### config.mk
export PLATFORM = sky130hd
export DESIGN_NAME = tcce_sweep
export DESIGN_NICKNAME = d
export VERILOG_FILES = /design/src/rtl/core/tcce_pkg.sv /design/src/rtl/core/tcce_sweep.sv
export SDC_FILE = /design/constraint.sdc
export NUM_CORES = 1
export LEC_CHECK = 0
export BUFFER_PORTS_ARGS = -buffer_cell sky130_fd_sc_hd__buf_2
export CELL_PAD_IN_SITES_DETAIL_PLACEMENT = 0
export CELL_PAD_IN_SITES_GLOBAL_PLACEMENT = 1
export CORE_MARGIN = 5
export CORE_UTILIZATION = 39
export CTS_CLUSTER_DIAMETER = 120
export DETAILED_ROUTE_END_ITERATION = 12
export GPL_TIMING_DRIVEN = 1
export PLACE_DENSITY = 0.87
export SYNTH_ARGS = -nofsm -noshare
export SYNTH_HDL_FRONTEND = slang
export SYNTH_SLANG_ARGS = --single-unit
### constraint.sdc
create_clock -name clk -period 2.88 [get_ports clk]
set_clock_uncertainty 0.15 [all_clocks]
set_input_delay 0.144 -clock clk [delete_from_list [all_inputs] [get_ports clk]]
set_output_delay 0.144 -clock clk [all_outputs]
set_load 0.03 [all_outputs]
### src/rtl/core/tcce_pkg.sv
// ----------------------------------------------------------------------------
// tcce_pkg
// shared types and constants of the text console cursor engine
// ----------------------------------------------------------------------------
package tcce_pkg;

  localparam int COL_W  = 7;
  localparam int ROW_W  = 5;
  localparam int CHAR_W = 8;
  localparam int IDX_W  = 11;
  localparam int CELL_W = 16;
  localparam int CMD_W  = 2;

  localparam logic [CMD_W-1:0] CMD_PUT   = 2'd0;
  localparam logic [CMD_W-1:0] CMD_CLEAR = 2'd1;
  localparam logic [CMD_W-1:0] CMD_READ  = 2'd2;

  localparam logic [CHAR_W-1:0] CH_NEWLINE   = 8'd10;
  localparam logic [CHAR_W-1:0] CH_BACKSPACE = 8'd8;
  localparam logic [CHAR_W-1:0] CH_SPACE     = 8'd32;
  localparam logic [CHAR_W-1:0] CH_NUL       = 8'd0;
  localparam logic [CHAR_W-1:0] RESET_ATTR   = 8'd7;

  typedef enum logic [2:0] {
    ST_INIT,
    ST_IDLE,
    ST_NL,
    ST_CLEAR,
    ST_SCROLL,
    ST_DRAIN,
    ST_ZERO,
    ST_DONE
  } state_t;

  // controls for the shared address sweep unit
  typedef struct packed {
    logic load;
    logic step;
  } sweep_ctl_t;

  // sequencer status toward the top level
  typedef struct packed {
    logic idle;
    logic res_valid;
    logic rd_hit;
  } ctrl_stat_t;

endpackage

### src/rtl/core/tcce_sweep.sv
// ----------------------------------------------------------------------------
// tcce_sweep
// shared address counter with end compare, used by every multi-cycle walk
// ----------------------------------------------------------------------------
module tcce_sweep #(
  parameter int ADDR_W = 11,
  parameter int CELLS  = 2000
) (
  input  logic                   clk,
  input  logic                   rst,
  input  tcce_pkg::sweep_ctl_t   ctl,
  input  logic [ADDR_W-1:0]      start,
  input  logic [ADDR_W-1:0]      stop,
  output logic [ADDR_W-1:0]      ptr,
  output logic                   last
);
  import tcce_pkg::*;

  logic [ADDR_W-1:0] stop_q;

  // reset leaves the unit set up for the power-on clearing pass
  always_ff @(posedge clk) begin
    if (rst) begin
      ptr    <= '0;
      stop_q <= ADDR_W'(CELLS - 1);
    end else if (ctl.load) begin
      ptr    <= start;
      stop_q <= stop;
    end else if (ctl.step) begin
      ptr <= ptr + 1'b1;
    end
  end

  assign last = (ptr == stop_q);

endmodule

Word-level counts from Yosys, hierarchy flattened. Cells that the tools add are included.

Register bits after elaboration: 22. Bits in latches: 0. RAM bits: 0. ROM bits: 0. Bits of input ports: 26. Word-level logic and storage cells: 7. Memories kept: 0.

$add $sub $neg: 1. $mul: 0. Div/mod/pow operators: 0. Magnitude comparators: 0. Equal/unequal tests: 1. Shift operators: 0. Multiplexer cells: 2. Bitwise gates (word level): 0. Reductions and logical operators: 1.

Operators by type and width (count): $mux 11 (2); $add 11x1->11 const B (1); $eq 11x11->1 (1); $reduce_bool 2->1 (1).

Depth between registers and ports, before layout. Gate-level depths: netlist (run 1).

Depth after elaboration: 3. Depth in mapped cells: 5.

Least setup slack after synthesis (run 1). OpenSTA, ideal clock, no wires.

Kind: register to output. Start point: register ptr[2]. End point: output port last. Data arrival time: 1599 ps. Data required time: 2586 ps. Setup slack: 987 ps. Cell stages (with the launch flop): 5. Path through: dfxtp_1 buf_4 xnor2_1 nand3_1 nor3_1.

Cells in the longest elaborated chain, start to end: 1.

RTL lines: from (decl) (line tcce_sweep.sv:14) `output logic [ADDR_W-1:0] ptr,`; from (signal assigned) (line tcce_sweep.sv:27) `ptr <= start;`; from (signal assigned) (line tcce_sweep.sv:30) `ptr <= ptr + 1'b1;`; $eq 11x11->1 (line tcce_sweep.sv:34) `assign last = (ptr == stop_q);`; to (decl) (line tcce_sweep.sv:15) `output logic last`.

No other way between the ends.

Worst setup path after layout (run 1). Same ends and word-level chain as after synthesis.

==> results.md, run 1 <==
* Post-CTS sizing at 0
* Layout area overhead at 37.6%
* Clock transition at the registers of the reported paths at 120 ps
* Endpoints failing setup at 0
* Fin cells at 211
* H-tree levels at 1
* Gr ovfl total at 0
* Fin. Hold Viols at 0
* Synth cell types at 29
* Clk_lat worst skew at 310 ps
* Critical path class: reg2out
* Count of nets after finishing at 208
* Met3 wire length at 133 um
* Top sig layer: met4
* Seq cells post-synth at 22
* Post-synthesis sequential area ratio at 38.4%
* Crit Path Max Fanout at 8
* Synth Instances at 126
* Crit path arrival time at 1550 ps
* Ant. Diodes at 0
* Synth cell count leaders: dfxtp_1, xnor2_1, nor2b_1
* Period minus WS final at 1840 ps
* Sum Neg Setup Slack at 0 ps
* CP required at 2590 ps
* Mean routed wirelength per cell at 13.3 um
* Synth area leader: dfxtp_1
* Max VDD drop at 306 uV
* RSZ-0062 raised after global routing: no
* Largest net degree at the start of global routing at 42
* Post-Syn Area at 0.00115 mm^2
* Hold_buf cts at 21
* Total Wirelength at 2800 um
* Critical path launch point type: flop
* Initial drt markers at 31
* Fmax at 543 MHz
* Yosys warns at 0
* Leak at 0.659 nW
* Max clock buf depth at 2
* PnR worst setup slack at 1040 ps
* CORE AREA at 0.00278 mm^2
* Design Power at 0.000664 W
* IO Port Bufs at 37
* Drt via density at 5.16
* Ys flop type: dfxtp_1
* Pins Over Slew Limit at 0
* Placed cells at 186
* Io pins at 38
* Layout cell share with drive strength beyond 1 at 25.0%
* Via count at 1089
* Metal-1 WL at 1240 um
* DRC Markers at 0
* Status: complete, no violations
* Vias in the first global route at 1058
* Setup WS pre-CTS at 1190 ps
* Rel. slew slack at 53.8%
* GPL Wtd Cong at 0.863
* Pwr Density at 420 mW/mm^2
* FF-to-FF setup slack at 1170 ps
* Drt first pass iters at 4
* Count leader, synth: dfxtp_1
* Max_cap viols at 0
* Worst slew pin tran at 693 ps
* Avg Cell Area, Syn at 9.11 um^2
* Final Cycle Share at 63.9%
* DR WL met2 at 1410 um
* Die Area at 0.00413 mm^2
* First-pass GRT wire length at 4700 um
* Num CTS Buffers at 3
* Die H at 64.2 um
* Initial Utilization at 41.3%
* Kind of path behind the tightest hold check: in2reg
* Detail Route Antenna Nets at 0
* GRT Resource Usage Total at 13.8%
* TritonCTS clock tree: done
* Hold Slack at 18.7 ps
* Number of flops mapped to enable cells by yosys at 0
* Initial antenna violation count at 0
* Ys async rst share at 0%
* Rows at 19
* Num Clock Sinks at 22
* Worst Setup End Kind: primary output
* Largest cells by area after synthesis: dfxtp_1, xnor2_1, a211o_1, nor2b_1, mux2i_1
* Buffer count from post-CTS setup fixing at 0
* Die Wd at 64.2 um
* Syn nets at 153
* Area share of the largest cell type after synthesis at 38.4%
* Root Driver: clkbuf_4
## worst max-delay path, cell delays in order, from the launching register on
cell and delay, ps:
dfxtp_1 530, xnor2_1 160, nand3_1 100, nor3_1 220, buf_2 230
## area by class of cell
class	count	area [um^2]
Fill cell	264	1200
Multi-Input combinational cell	95	664
Sequential cell	22	440
Timing Repair Buffer	58	395
Tap cell	31	38.8
Clock buffer	4	36.3
Inverter	1	3.75
## registers in the layout (all words and copies together) (netlist names)
name    flops
stop_q     11
ptr        11
## kinds of logic after synthesis
family,after synthesis,synth area share [%]
adders and majority gates,1,1.09
muxes,5,4.36
and+or+nand+nor,44,22.1
DFF,22,38.4
xor gates and xnor gates,20,15.3
AOI/OAI and AO/OA,25,15.0
buffers and inverters,9,3.71
## placed cells by master, fill, tap and decap left out, types with 2 or more instances in the layout
cell type / instances
dlygate4sd3_1: 21
xnor2_1: 17
o21ai_0: 2
nor2_1: 8
mux2i_1: 5
dfxtp_1: 22
nand3_1: 2
clkbuf_4: 3
a21oi_1: 7
buf_2: 37
o22ai_1: 4
a211o_1: 9
nor3_1: 3
nor2b_1: 10
nor3b_1: 4
xor2_1: 3
nand4_1: 7
nand2_1: 5
## routing by layer
layer / track usage [%] / vias up
met5: 0 / -
met4: 3.05 / 0
met3: 3.33 / 4
met2: 23.6 / 29
met1: 17.4 / 499
li1: - / 557
## path summary, 6_finish.rpt
kind / start / to / cells past startpoint
setup / recovery: ptr[2]$_SDFFE_PP0P_ / last / 4
hold / removal: start[5] / ptr[5]$_SDFFE_PP0P_ / 4
setup reg to reg: ptr[0]$_SDFFE_PP0P_ / ptr[6]$_SDFFE_PP0P_ / 5
hold reg to reg: stop_q[4]$_SDFFE_PP0P_ / stop_q[4]$_SDFFE_PP0P_ / 2
## metrics by stage
step                      utilization (%)  instance area [um^2]
after floorplan                         -                  1150
after global placement               47.9                  1330
after detailed placement             47.9                  1330
after CTS                            56.8                  1580
after global routing                 56.8                  1580
final                                56.8                  1580
## report_power, final
group          switching (W)  total [W]  leakage (nW)  internal (W)
logic              0.0000683   0.000146         0.456     0.0000780
registers          0.0000257   0.000350         0.183      0.000325
clock network      0.0000901   0.000167        0.0210     0.0000772
No activity file was read; power rests on OpenSTA's default activity.
==> run 2, diff against run 1 <==
--- a/config.mk
+++ b/config.mk
@@ -9,11 +9,11 @@
 export CELL_PAD_IN_SITES_DETAIL_PLACEMENT = 0
 export CELL_PAD_IN_SITES_GLOBAL_PLACEMENT = 1
 export CORE_MARGIN = 5
-export CORE_UTILIZATION = 39
+export CORE_UTILIZATION = 36
 export CTS_CLUSTER_DIAMETER = 120
 export DETAILED_ROUTE_END_ITERATION = 12
 export GPL_TIMING_DRIVEN = 1
-export PLACE_DENSITY = 0.87
+export PLACE_DENSITY = 0.82
 export SYNTH_ARGS = -nofsm -noshare
 export SYNTH_HDL_FRONTEND = slang
 export SYNTH_SLANG_ARGS = --single-unit
==> constraint.sdc (replaced) <==
create_clock -name clk -period 1.85 [get_ports clk]
set_clock_uncertainty 0.15 [all_clocks]
set_input_delay 0.0925 -clock clk [delete_from_list [all_inputs] [get_ports clk]]
set_output_delay 0.0925 -clock clk [all_outputs]
set_load 0.03 [all_outputs]
==> results.md, run 2 (same netlist as run 1, synthesis figures left out) <==
* Max clock buf depth at 2 (unchanged)
* Fmax at 578 MHz
* GPL Wtd Cong at 0.855 (-0.92%)
* Commonest non-fill, non-tap cell in the layout: buf_2
* Clk_lat worst skew at 310 ps (about the same)
* CP Capture Point: last
* Status: complete, no violations
* Layout area overhead at 42.9%
* Crit path depth at 4 (unchanged)
* Io pins at 38 (unchanged)
* First-pass GRT wire length at 4500 um (-4.3%)
* Crit Path Max Fanout at 8 (unchanged)
* Critical path class: reg2out
* Num Clock Sinks at 22 (unchanged)
* Pins Over Slew Limit at 0 (unchanged)
* IO Port Bufs at 37 (unchanged)
* Max_cap viols at 0 (unchanged)
* Fin. Hold Viols at 0 (unchanged)
* Crit path arrival time at 1490 ps (-60 ps)
* FF-to-FF path depth at 5 (unchanged)
* Die H at 66.5 um (+3.4%)
* Period minus WS final at 1730 ps
* Die Area at 0.00442 mm^2 (+7.0%)
* Via count at 1081 (-0.73%)
* Leak at 0.681 nW (+3.3%)
* Worst R2R End: ptr[6]$_SDFFE_PP0P_
* Hpwl dp at 1990 um
* Drt via density at 4.76 (-7.7%)
* RSZ-0062 raised after global routing: no
* H-tree levels at 1 (unchanged)
* Detail Route Antenna Nets at 0 (unchanged)
* Mean routed wirelength per cell at 12.3 um (-7.7%)
* Slowest cell on crit path: dfxtp_1
* Drt first pass iters at 4 (unchanged)
* Kind of path behind the tightest hold check: in2reg
* Initial drt markers at 41 (+32%)
* Root Driver: clkbuf_4
* Worst slew pin tran at 435 ps (-257 ps)
* Die Wd at 66.5 um (+3.4%)
* Buffer count from post-CTS setup fixing at 0 (unchanged)
* Crit path largest cell delay at 480 ps (-50 ps)
* GRT Resource Usage Total at 13.2% (-0.55 points)
* Max VDD drop at 344 uV (+12%)
* Initial antenna violation count at 0 (unchanged)
* Final core occ at 53.7% (-3.1 points)
* CORE AREA at 0.00305 mm^2 (+9.8%)
* Most used cells in the layout excluding fill and tap cells: buf_2, dlygate4sd3_1, dfxtp_1
* Worst Setup End Kind: primary output
* DRC Markers at 0 (unchanged)
* Initial Utilization at 37.6% (-3.7 points)
* FF-to-FF setup slack at 170 ps (-1000 ps)
* Clock transition at the registers of the reported paths at 130 ps (about the same)
* Total Wirelength at 2780 um (-0.71%)
* Layout cell share with drive strength beyond 1 at 26.8% (+1.8 points)
* R2R Path Start: ptr[1]$_SDFFE_PP0P_
* Largest regs: ptr (11), stop_q (11)
* CP Buf/Inv Count at 1 (unchanged)
* Rows at 20 (+1)
* Crit path launch: ptr[1]$_SDFFE_PP0P_
* Gr ovfl total at 0 (unchanged)
* Ant. Diodes at 0 (unchanged)
* Num CTS Buffers at 3 (unchanged)
* Sum Neg Setup Slack at 0 ps (unchanged)
* Largest net degree at the start of global routing at 24 (-43%)
* Critical path launch point type: flop
* Vias in the first global route at 978 (-7.6%)
* Largest delay share family, worst path: flip-flops
* Final Cycle Share at 93.6%
* Sequence of cells on the critical path: xnor2_1 -> nand4_1 -> nor3_1 -> buf_2
* Endpoints failing setup at 0 (unchanged)
* Pwr Density at 703 mW/mm^2 (+67%)
* CP required at 1610 ps (-980 ps)
* Count of nets after finishing at 211 (+1.4%)
* TritonCTS clock tree: done
* Rel. slew slack at 71.0% (+17 points)
[run 2: area by class of cell]
cell class	count	area [um^2]
Clock buffer	3	22.5
Clock inverter	1	30.0
Fill cell	301	1410
Inverter	1	3.75
Multi-Input combinational cell	95	664
Sequential cell	22	443
Tap cell	44	55.1
Timing Repair Buffer	61	420
[run 2: how the worst min path moves through the flow]
stage	startpoint	endpoint	slack, ps	depth (start not counted)
after floorplan	rst	ptr[3]$_SDFFE_PP0P_	10	1
after global placement	stop[9]	stop_q[9]$_SDFFE_PP1P_	150	2
after detailed placement	stop[10]	stop_q[10]$_SDFFE_PP1P_	160	2
after CTS	ctl[1]	ptr[6]$_SDFFE_PP0P_	30	3
after global routing	rst	ptr[1]$_SDFFE_PP0P_	60	2
final	ctl[1]	ptr[6]$_SDFFE_PP0P_	40	3
[run 2: routing by layer]
layer / vias up / GRT usage (%) / wire length, um
met2: 23 / 21.2 / 1300
met3: 4 / 1.18 / 106
met4: 0 / 7.61 / 60
met1: 493 / 17.2 / 1320
met5: - / 0 / 0
li1: 561 / - / -
[run 2: worst register-to-register path, cell delays in order, from the launching register on]
cell and delay [ps]:
dfxtp_1 480, ha_1 270, nand2_1 110, or3_1 310, a21o_1 190, a21oi_2 120
[run 2: repair_timing]
action	CTS	global route
hold buffers	22	0
endpoints found under the setup margin	0	1
gates resized for setup	0	2
hold endpoints to repair	22	0
[run 2: power breakdown]
| group | internal (W) | switching [W] |
|---|---|---|
| clock | 0.000219 | 0.000153 |
| sequential | 0.000506 | 0.0000373 |
| combinational | 0.000126 | 0.000109 |
| total | 0.000851 | 0.000300 |
[run 2: metrics by stage]
step | total power (W) | instances | setup WS, ps | cell area (um^2) | hold WS, ps
floorplan | 0.000689 | 126 | 8.86 | 1150 | 14.1
global placement | 0.000753 | 201 | 258 | 1360 | 152
detailed placement | 0.000755 | 201 | 206 | 1360 | 155
CTS | 0.00116 | 227 | 39.2 | 1640 | 30.7
global route | 0.00120 | 227 | 10.2 | 1640 | 55.6
finish | 0.00115 | 227 | 119 | 1640 | 37.9
