<file path="config.mk">
export PLATFORM = sky130hd
export DESIGN_NAME = tcce_ctrl
export DESIGN_NICKNAME = d
export VERILOG_FILES = /design/src/rtl/core/tcce_pkg.sv /design/src/rtl/core/tcce_ctrl.sv
export SDC_FILE = /design/constraint.sdc
export NUM_CORES = 1
export LEC_CHECK = 0
export BUFFER_PORTS_ARGS = -buffer_cell sky130_fd_sc_hd__buf_2
export CORE_UTILIZATION = 53
export DETAILED_ROUTE_END_ITERATION = 12
export GPL_TIMING_DRIVEN = 0
export HOLD_SLACK_MARGIN = 0.05
export PLACE_DENSITY = 0.88
export SETUP_SLACK_MARGIN = 0.5
export SLEW_MARGIN = 20
export SYNTH_ARGS = -nofsm -noshare
export SYNTH_HDL_FRONTEND = slang
export SYNTH_SLANG_ARGS = --single-unit
</file>
<file path="constraint.sdc">
create_clock -name clk -period 13.7 [get_ports clk]
set_input_delay 2.74 -clock clk [delete_from_list [all_inputs] [get_ports clk]]
set_output_delay 2.74 -clock clk [all_outputs]
set_load 0.005 [all_outputs]
</file>
<file path="src/rtl/core/tcce_pkg.sv">
// ----------------------------------------------------------------------------
// tcce_pkg
// shared types and constants of the text console cursor engine
// ----------------------------------------------------------------------------
package tcce_pkg;

  localparam int COL_W  = 7;
  localparam int ROW_W  = 5;
  localparam int CHAR_W = 8;
  localparam int IDX_W  = 11;
  localparam int CELL_W = 16;
  localparam int CMD_W  = 2;

  localparam logic [CMD_W-1:0] CMD_PUT   = 2'd0;
  localparam logic [CMD_W-1:0] CMD_CLEAR = 2'd1;
  localparam logic [CMD_W-1:0] CMD_READ  = 2'd2;

  localparam logic [CHAR_W-1:0] CH_NEWLINE   = 8'd10;
  localparam logic [CHAR_W-1:0] CH_BACKSPACE = 8'd8;
  localparam logic [CHAR_W-1:0] CH_SPACE     = 8'd32;
  localparam logic [CHAR_W-1:0] CH_NUL       = 8'd0;
  localparam logic [CHAR_W-1:0] RESET_ATTR   = 8'd7;

  typedef enum logic [2:0] {
    ST_INIT,
    ST_IDLE,
    ST_NL,
    ST_CLEAR,
    ST_SCROLL,
    ST_DRAIN,
    ST_ZERO,
    ST_DONE
  } state_t;

  // controls for the shared address sweep unit
  typedef struct packed {
    logic load;
    logic step;
  } sweep_ctl_t;

  // sequencer status toward the top level
  typedef struct packed {
    logic idle;
    logic res_valid;
    logic rd_hit;
  } ctrl_stat_t;

endpackage

</file>
<file path="src/rtl/core/tcce_ctrl.sv">
// ----------------------------------------------------------------------------
// tcce_ctrl
// command sequencer: cursor, cell writes, row walks, scroll copy, clear
// ----------------------------------------------------------------------------
module tcce_ctrl #(
  parameter int COLUMNS_PER_ROW = 80,
  parameter int ROWS_ON_SCREEN  = 25,
  parameter int CELLS           = 2000,
  parameter int ADDR_W          = 11
) (
  input  logic                        clk,
  input  logic                        rst,
  input  logic                        accept,
  input  logic [tcce_pkg::CMD_W-1:0]  cmd,
  input  logic [tcce_pkg::CHAR_W-1:0] char_code,
  input  logic [tcce_pkg::IDX_W-1:0]  cell_index,
  input  logic [tcce_pkg::CHAR_W-1:0] attr,
  input  logic                        res_take,
  input  logic [tcce_pkg::CELL_W-1:0] rd_data,
  input  logic [ADDR_W-1:0]           ptr,
  input  logic                        last,
  output tcce_pkg::sweep_ctl_t        sweep_ctl,
  output logic [ADDR_W-1:0]           sweep_start,
  output logic [ADDR_W-1:0]           sweep_stop,
  output logic                        wr_en,
  output logic [ADDR_W-1:0]           wr_addr,
  output logic [tcce_pkg::CELL_W-1:0] wr_data,
  output logic                        rd_en,
  output logic [ADDR_W-1:0]           rd_addr,
  output logic [tcce_pkg::COL_W-1:0]  col,
  output logic [tcce_pkg::ROW_W-1:0]  row,
  output tcce_pkg::ctrl_stat_t        stat
);
  import tcce_pkg::*;

  localparam logic [COL_W-1:0]  COL_MAX   = COL_W'(COLUMNS_PER_ROW - 1);
  localparam logic [ROW_W-1:0]  ROW_MAX   = ROW_W'(ROWS_ON_SCREEN - 1);
  localparam logic [ADDR_W-1:0] LAST_ADDR = ADDR_W'(CELLS - 1);
  localparam logic [ADDR_W-1:0] ROW1_ADDR = ADDR_W'(COLUMNS_PER_ROW);
  localparam logic [ADDR_W-1:0] BOT_ADDR  = ADDR_W'(CELLS - COLUMNS_PER_ROW);

  state_t            state, state_next;
  logic [COL_W-1:0]  col_next;
  logic [ROW_W-1:0]  row_next;
  logic              scroll_pend;
  logic              rd_hit;
  logic              cp_wr;
  logic [ADDR_W-1:0] cp_addr;

  logic              is_put, is_nl, is_bs, is_chr, is_read, idx_ok;
  logic              at_last_col, at_last_row;
  logic [COL_W-1:0]  bs_col, addr_col;
  logic [ROW_W-1:0]  bs_row, addr_row, row_adv;
  logic [ADDR_W-1:0] acc_addr, row_end;
  logic              chr_scroll;

  // command decode and cursor arithmetic
  always_comb begin
    is_put      = (cmd == CMD_PUT);
    is_nl       = is_put && (char_code == CH_NEWLINE);
    is_bs       = is_put && (char_code == CH_BACKSPACE);
    is_chr      = is_put && !is_nl && !is_bs;
    is_read     = (cmd == CMD_READ);
    idx_ok      = (32'(cell_index) < CELLS);
    at_last_col = (col == COL_MAX);
    at_last_row = (row == ROW_MAX);
    row_adv     = at_last_row ? row : row + 1'b1;
    chr_scroll  = at_last_col && at_last_row;
    if (col == '0 && row == '0) begin
      bs_col = col;
      bs_row = row;
    end else if (col == '0) begin
      bs_col = COL_MAX;
      bs_row = row - 1'b1;
    end else begin
      bs_col = col - 1'b1;
      bs_row = row;
    end
    addr_col = is_bs ? bs_col : col;
    addr_row = is_bs ? bs_row : row;
    acc_addr = ADDR_W'(32'(addr_row) * COLUMNS_PER_ROW + 32'(addr_col));
    row_end  = ADDR_W'(32'(row) * COLUMNS_PER_ROW + COLUMNS_PER_ROW - 1);
  end

  always_comb begin
    col_next = col;
    row_next = row;
    if (accept) begin
      case (cmd)
        CMD_PUT: begin
          if (is_nl) begin
            col_next = '0;
            row_next = row_adv;
          end else if (is_bs) begin
            col_next = bs_col;
            row_next = bs_row;
          end else if (at_last_col) begin
            col_next = '0;
            row_next = row_adv;
          end else begin
            col_next = col + 1'b1;
          end
        end
        CMD_CLEAR: begin
          col_next = '0;
          row_next = '0;
        end
        default: begin
          col_next = col;
          row_next = row;
        end
      endcase
    end
  end

  // next state
  always_comb begin
    state_next = state;
    case (state)
      ST_INIT:   if (last) state_next = ST_IDLE;
      ST_IDLE: begin
        if (accept) begin
          if (is_nl) begin
            state_next = ST_NL;
          end else if (is_chr && chr_scroll) begin
            state_next = ST_SCROLL;
          end else if (cmd == CMD_CLEAR) begin
            state_next = ST_CLEAR;
          end else begin
            state_next = ST_DONE;
          end
        end
      end
      ST_NL:     if (last) state_next = scroll_pend ? ST_SCROLL : ST_DONE;
      ST_CLEAR:  if (last) state_next = ST_DONE;
      ST_SCROLL: if (last) state_next = ST_DRAIN;
      ST_DRAIN:  state_next = ST_ZERO;
      ST_ZERO:   if (last) state_next = ST_DONE;
      ST_DONE:   if (res_take) state_next = ST_IDLE;
      default:   state_next = ST_INIT;
    endcase
  end

  // memory port, sweep and status controls
  always_comb begin
    sweep_ctl   = '0;
    sweep_start = '0;
    sweep_stop  = LAST_ADDR;
    wr_en       = 1'b0;
    wr_addr     = ptr;
    wr_data     = '0;
    rd_en       = 1'b0;
    rd_addr     = ptr;
    stat.idle      = (state == ST_IDLE);
    stat.res_valid = (state == ST_DONE);
    stat.rd_hit    = rd_hit;
    case (state)
      ST_INIT: begin
        sweep_ctl.step = 1'b1;
        wr_en   = 1'b1;
        wr_data = {RESET_ATTR, CH_NUL};
      end
      ST_IDLE: begin
        if (accept) begin
          if (is_put && !is_nl) begin
            wr_en   = 1'b1;
            wr_addr = acc_addr;
            wr_data = {attr, is_bs ? CH_SPACE : char_code};
          end
          if (is_nl) begin
            sweep_ctl.load = 1'b1;
            sweep_start    = acc_addr;
            sweep_stop     = row_end;
          end else if (is_chr && chr_scroll) begin
            sweep_ctl.load = 1'b1;
            sweep_start    = ROW1_ADDR;
          end else if (cmd == CMD_CLEAR) begin
            sweep_ctl.load = 1'b1;
          end
          if (is_read && idx_ok) begin
            rd_en   = 1'b1;
            rd_addr = ADDR_W'(cell_index);
          end
        end
      end
      ST_NL: begin
        sweep_ctl.step = 1'b1;
        wr_en   = 1'b1;
        wr_data = {attr, CH_SPACE};
        if (last && scroll_pend) begin
          sweep_ctl.load = 1'b1;
          sweep_start    = ROW1_ADDR;
        end
      end
      ST_CLEAR: begin
        sweep_ctl.step = 1'b1;
        wr_en   = 1'b1;
        wr_data = {attr, CH_NUL};
      end
      ST_SCROLL: begin
        sweep_ctl.step = 1'b1;
        rd_en = 1'b1;
      end
      ST_DRAIN: begin
        sweep_ctl.load = 1'b1;
        sweep_start    = BOT_ADDR;
      end
      ST_ZERO: begin
        sweep_ctl.step = 1'b1;
        wr_en   = 1'b1;
        wr_data = '0;
      end
      default: begin
        wr_en = 1'b0;
      end
    endcase
    // copy write of the scroll, in the cycle after its read
    if (cp_wr) begin
      wr_en   = 1'b1;
      wr_addr = cp_addr;
      wr_data = rd_data;
    end
  end

  always_ff @(posedge clk) begin
    if (rst) begin
      state       <= ST_INIT;
      col         <= '0;
      row         <= '0;
      scroll_pend <= 1'b0;
      rd_hit      <= 1'b0;
      cp_wr       <= 1'b0;
    end else begin
      state <= state_next;
      col   <= col_next;
      row   <= row_next;
      cp_wr <= (state == ST_SCROLL);
      if (accept) begin
        scroll_pend <= is_nl && at_last_row;
        rd_hit      <= is_read && idx_ok;
      end
    end
  end

  always_ff @(posedge clk) begin
    cp_addr <= ptr - ROW1_ADDR;
  end

endmodule

</file>
* After elaboration in Yosys (flattened, before gate mapping)
Cells that the tools add are included.
Cells by class: add/subtract/negate cells 8, $mul 2, magnitude comparators 1, equal/unequal tests 20, muxes and demuxes 60, reductions and logical operators 23
Operator list (number):
- $mux W11 | 12
- $pmux W16 S4 | 1
- $mux W7 | 8
- $mux W16 | 3
- $mux W5 | 7
- $pmux W11 S3 | 1
- $mux W3 | 9
- $pmux W3 S7 | 1
- $eq A8 B4 Y1 const B | 2
- $mul A5 B3 Y7 const B | 2
- $pmux W7 S2 | 1
- $eq A3 B3 Y1 const B | 4
- $add A11 B7 Y11 | 1
- $add A11 B7 Y11 const B | 1
- $lt A11 B11 Y1 const B | 1
- $mux W1 | 11
- $sub A11 B1 Y11 const B | 1
- $sub A11 B7 Y11 const B | 1
- $logic_and A1 B1 Y1 | 10
- $ne A2 B2 Y1 const B | 5
- $pmux W5 S2 | 1
- $mux W8 | 1
- $add A7 B1 Y7 const B | 1
- $eq A7 B7 Y1 const B | 1
- 25 further kinds | 28
Word-level totals: register bits after elaboration 29, input port bits 61, output and inout port bits 79

* Longest topological paths before layout
Gate-level depths: netlist of run 1.
depth in word-level cells 10, depth in mapped cells 16, depth with buffers taken out 16

* Worst setup path before layout of run 1
OpenSTA, ideal clock, no wires.
path type input to output, from input char_code[4] in the netlist's numbering, to output wr_addr[10], arrival time 5.830 ns, setup slack 5.130 ns, stages 14, cells stage by stage nor4_4 and3_1 buf_2 nand3_1 xnor2_1 ha_1 ha_1 fa_1 nand2_1 o21bai_1 mux2_2 o22ai_1 xnor2_2 o31ai_1
Between the ends: word-level cells in the longest chain between the ends 9, elaborated cells on any way between the ends 14, classes of those cells 1 x add/sub; 1 x mul; 2 x eq/ne; 6 x mux; 4 x reduce/logical
RTL lines:
- start: declaration | line tcce_ctrl.sv:15 | input logic [tcce_pkg::CHAR_W-1:0] char_code,
- $eq A8 B4 Y1 | line tcce_ctrl.sv:61 | is_bs = is_put && (char_code == CH_BACKSPACE);
- $logic_and A1 B1 Y1 | line tcce_ctrl.sv:61
- $mux W5 | line tcce_ctrl.sv:80 | addr_row = is_bs ? bs_row : row;
- $mul A5 B3 Y7 | line tcce_ctrl.sv:81 | acc_addr = ADDR_W'(32'(addr_row) * COLUMNS_PER_ROW + 32'(addr_col));
- $add A11 B7 Y11 | line tcce_ctrl.sv:81
- $mux W11 * | line tcce_ctrl.sv:165 | if (is_put && !is_nl) begin
- $mux W11 * | line tcce_ctrl.sv:164 | if (accept) begin
- $mux W11 * | line tcce_ctrl.sv:157 | case (state)
- $mux W11 * | line tcce_ctrl.sv:218 | if (cp_wr) begin
- end: declaration | line tcce_ctrl.sv:26 | output logic [ADDR_W-1:0] wr_addr,
Mark *: on every way between the ends. The rest lies on a longest branch, timed or not.

* Worst setup path after layout of run 1
Ends and elaborated chain as after synthesis.

==> impl_metrics.ini, run 1 <==
[outcome]
outcome = finished clean

[logic_synthesis]
synthFlopType = dfxtp_1
synth-xor-area-share_pct = 6.35
yosysTopAreaCellShare_pct = 17.6
synthMuxAreaShare_pct = 6.01
yosysWarnings = 0
synth_cells = 450
synth-edff-count = 0
synth-adder-area-share_pct = 10.2
synth_compound_area_share_pct = 23.8
synth_top_family_by_area = simple AND/OR/NAND/NOR gates
synthTopCellsByArea = dfxtp_1 (18%), ha_1 (8.4%), nand2_1 (5.7%)
synth_largest_area_cell = dfxtp_1
synthArstFlopShare_pct = 0
syn-cell-area_um2 = 3290
synth_commonest_cells = nand2_1 (50), nor2_1 (50), o21ai_0 (36)
postSynthAreaPerCell_um2 = 7.32
synth-simple-area-share_pct = 29.1
yosysSeqAreaShare_pct = 17.6
synth_cell_type_count = 71
synth_seq_cells = 29

[detailed_routing]
ant_nets = 0
drtIter0Drc = 292
vias = 3946
drcViolationCount = 0
via_per_inst = 5.89
wl_per_cell_um = 15.6
firstDrtPassIters = 5
wl_mm = 10.5

[min_path]
hold_path_class = flop to flop
hold_depth = 2
hp-start = scroll_pend
whs_endpoint = scroll_pend

[placed_design]
place_inst = 662
post-dp-hpwl_mm = 8.28
pre_cts_slack_ps = 4480
io_buffers = 134
routabilityCongestion = 0.886

[grt]
grt_pass1_wl_mm = 16.0
grt_use_total_pct = 31.5
antenna_found_initial = 0
grt_max_degree = 11
grt_pass1_vias = 3447
grt-ovfl-total = 0

[critical_path]
path_max_fanout = 10
ff2ff_setup_slack_ps = 11390
criticalPathCategory = primary input to output port
cp-end-kind = output port
reg2reg_from = row[1]
crit_required_ps = 10960
start_kind = primary input
ff2ff_path_depth = 8
r2r_end = col[2]
cp.arrival_ps = 6520

[sta]
whs_ps = 465
setup_ws_ps = 4440
hold_violations = 0
clock_skew_ps = 4.54
rsz0062_at_grt = no
period_needed_ps = 9260
setup_tns_ps = 0
slew_headroom_pct = 26.7
worstMarginPinSlew_ps = 1090
max_freq_mhz = 108
slew_viol_final = 0
final-setup-viol-count = 0
fin_crit_sh_pct = 67.6

[clocking]
cts_tree = built
cts-root-buf = clkbuf_8
path_clk_slew_ps = 70
cts_hold_buf = 0
clock_sinks = 29
htreeDepth = 2
cts_setup_buffers = 0
clk_latency_ps = 300
numCtsBuffers = 5
ctsResizeCount = 0
clk_path_buf_depth = 2

[floorplan]
die_h_um = 80.8
die_x_um = 80.8
io_pins = 140
start_util_pct = 55.3
core_um2 = 5960
die_area_um2 = 6530
row_count = 28

[pwr]
switchingPower_w = 0.0000848
p_seq_share_pct = 33.8
p_per_area_nw_per_um2 = 64.2
peakVddDrop_uv = 53.3
combPwrFrac_pct = 30.1
p_int_w = 0.000184
p_total_w = 0.000269
power.share.switching_pct = 31.5
leakagePower_nw = 2.01
clkPwrFrac_pct = 36.2

[cells_and_area]
drive_above_1_share_pct = 31.9
n_antenna_cell = 0
fin_nets = 680
syn_to_final_growth_pct = 27.1
stdcell_count = 670

[flow_run]
cap_violations = 0
[routing by layer]
metal,vias up,track usage (%),part of all wire (%)
met2,185,51.8,48
li1,1890,-,-
met4,0,12.7,2.6
met3,26,4.72,7.5
met5,-,0,0
met1,1845,41.0,42
[layout make-up]
cell class | instances | area [µm²]
multi-input combinational | 374 | 2500
fill | 532 | 1770
timing repair buffer | 134 | 671
sequential | 29 | 581
buffer | 31 | 153
tap | 75 | 93.8
clock buffer | 7 | 86.3
inverter | 19 | 71.3
clock inverter | 1 | 30.0
[worst max-delay path: stages]
cell      delay, ps
buf_2           130
nor4_4          350
and3_1          240
buf_2           250
nand3_1         150
xnor2_1         270
ha_1            280
ha_1            230
fa_1            500
nand2_1         110
o21bai_1        160
mux2_2          360
o22ai_1         250
xnor2_2         120
o31ai_1         220
buf_2           160
[how the worst max path moves through the flow]
stage	start	to	slack, ps	cells after the start
finish	char_code[4]	wr_addr[10]	4440	16
global route	char_code[4]	wr_addr[10]	4120	16
CTS	char_code[4]	wr_addr[10]	4470	16
detailed placement	char_code[4]	wr_addr[10]	4480	16
global placement	char_code[4]	wr_addr[10]	4550	16
floorplan	char_code[4]	wr_addr[10]	5130	14
[power by group through the flow]
stage / combinational (W) / sequential, W / clock [W]
global route: 0.0000890 / 0.0000911 / 0.000102
floorplan: 0.0000453 / 0.0000920 / 0
finish: 0.0000808 / 0.0000907 / 0.0000973
CTS: 0.0000796 / 0.0000906 / 0.0000976
detailed placement: 0.0000791 / 0.0000925 / 0
global placement: 0.0000775 / 0.0000923 / 0
[cell families after synthesis]
group | after synthesis
AO/OA/AOI/OAI | 123
XOR/XNOR | 23
adder cells (fa/ha/maj) | 25
buffers and inverters | 50
flip-flops | 29
multiplexers | 18
other | 1
AND/OR/NAND/NOR | 181
[state kept, by name (all words and copies together) (netlist names)]
name	count
cp_wr	1
rd_hit	1
col	7
cp_addr	11
state	3
scroll_pend	1
row	5
[through the flow]
stage | instance area [µm²] | util, %
3_3_place_gp | 4070 | 68.3
3_5_place_dp | 4070 | 68.3
4_1_cts | 4180 | 70.3
5_1_grt | 4180 | 70.3
2_1_floorplan | 3300 | -
6_report | 4180 | 70.3
[layout by cell type (no fill, tap or decap), drive strengths merged, types with 4 or more instances in the layout]
cell	synthesis	routed
or3	4	4
mux2i	4	4
nand2	50	50
clkbuf	16	23
mux2	14	14
xnor2	17	17
and3	8	8
nor2	52	52
nor2b	8	8
nor4	4	4
o21ai	41	41
ha	22	22
a22o	9	9
buf	15	149
conb	1	4
inv	18	18
nor3b	5	5
nand4	6	6
nor3	14	14
dfxtp	29	29
a21oi	31	31
a21o	5	5
xor2	6	6
a211oi	5	5
nand3	15	15
nand2b	4	4
Note: power is estimated with default switching activity, not from simulation.
==> run 2: changes to the inputs <==
Settings changed: CORE_UTILIZATION 53 to 49, PLACE_DENSITY 0.88 to 0.82.
Clock period 13.7 ns to 8.8 ns, I/O delays scaled along.
==> run 2 against run 1 <==
The run now ends with design-rule violations left. Sequential power grew 55%. Via count shrank 3.0%. Core utilization shrank 5.2 points. Global-route usage shrank 1.8 points. Non-clock buffer count is the same.
==> impl_metrics.ini, run 2 (synthesis gave the netlist of run 1 again) <==
[outcome]
outcome = finished with violations
violations = design-rule violations

[min_path]
hold_path_class = flop to flop
hp-start = scroll_pend

[floorplan]
die_area_um2 = 7050
start_util_pct = 51.3
die_h_um = 84.0
core_um2 = 6420
io_pins = 140
row_count = 29
die_x_um = 84.0

[cells_and_area]
fin_nets = 680
multi_input_area_um2 = 2500
layout.area.seq_um2 = 581
largest_reg_flops = 11
drive_above_1_share_pct = 32.3
regMostFlops = cp_addr
reg.largest.list = cp_addr: 11 flops, col: 7 flops, row: 5 flops
n_antenna_cell = 0
layout_common_cells = buf_2 (142), nand2_1 (50), nor2_1 (50)
fillers = 569
syn_to_final_growth_pct = 26.9
finish.instance_area_um2 = 4180
final_common_cell = buf_2

[clocking]
cts_hold_buf = 0
cts_setup_buffers = 0
ctsResizeCount = 0
htreeDepth = 2
numCtsBuffers = 5
cts_tree = built
path_clk_slew_ps = 60
clock_sinks = 29
clk_latency_ps = 290
clk_path_buf_depth = 2
cts-root-buf = clkbuf_8

[placed_design]
post-dp-hpwl_mm = 8.41
io_buffers = 134
place_area_um2 = 4070
routabilityCongestion = 0.901

[sta]
final-setup-viol-count = 0
rsz0062_at_grt = no
whs_ps = 463
period_needed_ps = 7440
slew_viol_final = 0
slew_headroom_pct = 49.3
worstMarginPinSlew_ps = 755
fin_crit_sh_pct = 84.5
hold_violations = 0
max_freq_mhz = 134
clock_skew_ps = 9.53
setup_tns_ps = 0

[detailed_routing]
wl_mm = 10.4
drcViolationCount = 8
ant_nets = 0
wl_per_cell_um = 15.5
drtIter0Drc = 249
via_per_inst = 5.69
vias = 3826
firstDrtPassIters = 9

[critical_path]
criticalPathCategory = primary input to output port
path_max_fanout = 10
crit_required_ps = 7040
cp-startpoint = char_code[4]
cp.arrival_ps = 5680
reg2reg_from = col[0]
start_kind = primary input
cp-end-kind = output port

[pwr]
p_total_w = 0.000398
peakVddDrop_uv = 67.3
leakagePower_nw = 2.01
p_per_area_nw_per_um2 = 95.2

[flow_run]
cap_violations = 0

[grt]
antenna_found_initial = 0
grt_max_degree = 11
grt_use_total_pct = 29.6
grt-ovfl-total = 0
grt_pass1_vias = 3572
grt_pass1_wl_mm = 17.0
-- run 2: stage by stage --
stage                     setup slack [ps]  util, %  cells
after floorplan                       2190        -    453
after global placement                1480     63.4    664
after detailed placement              1410     63.4    664
after CTS                             1370     65.0    672
after global routing                  1210     65.0    672
final                                 1360     65.0    672
-- run 2: report_power, final --
group,internal [W],switching [W]
Combinational,0.0000560,0.0000709
Clock,0.0000708,0.0000590
Sequential,0.000138,0.00000284
Total,0.000265,0.000133
-- run 2: layout make-up --
class	count	share of cell area, %
Tap cell	77	2.31
Timing Repair Buffer	134	16.1
Clock buffer	7	2.31
Sequential cell	29	13.9
Clock inverter	1	0.120
Multi-Input combinational cell	374	60.0
Buffer	31	3.65
Inverter	19	1.71
-- run 2: worst paths after layout --
kind / slack [ps] / cells past startpoint / to
min reg2reg: 460 / 2 / scroll_pend
max reg2reg: 6510 / 8 / row[3]
max: 1360 / 16 / wr_addr[10]
min: 460 / 2 / scroll_pend
-- run 2: worst max-delay path: stages --
cell and delay [ps]:
buf_2 120, nor4_4 350, and3_1 240, buf_2 250, nand3_1 150, xnor2_1 280, ha_1 290, ha_1 220
fa_1 490, nand2_1 100, o21bai_1 160, mux2_2 370, o22ai_1 240, xnor2_2 110, o31ai_1 350, buf_2 180
-- run 2: per-layer routing --
layer	routed length, µm	global-route usage [%]	up-vias
met1	4590	39.3	1769
met5	0	0	-
met2	5020	48.9	154
met3	617	5.04	17
li1	-	-	1886
met4	164	9.09	0
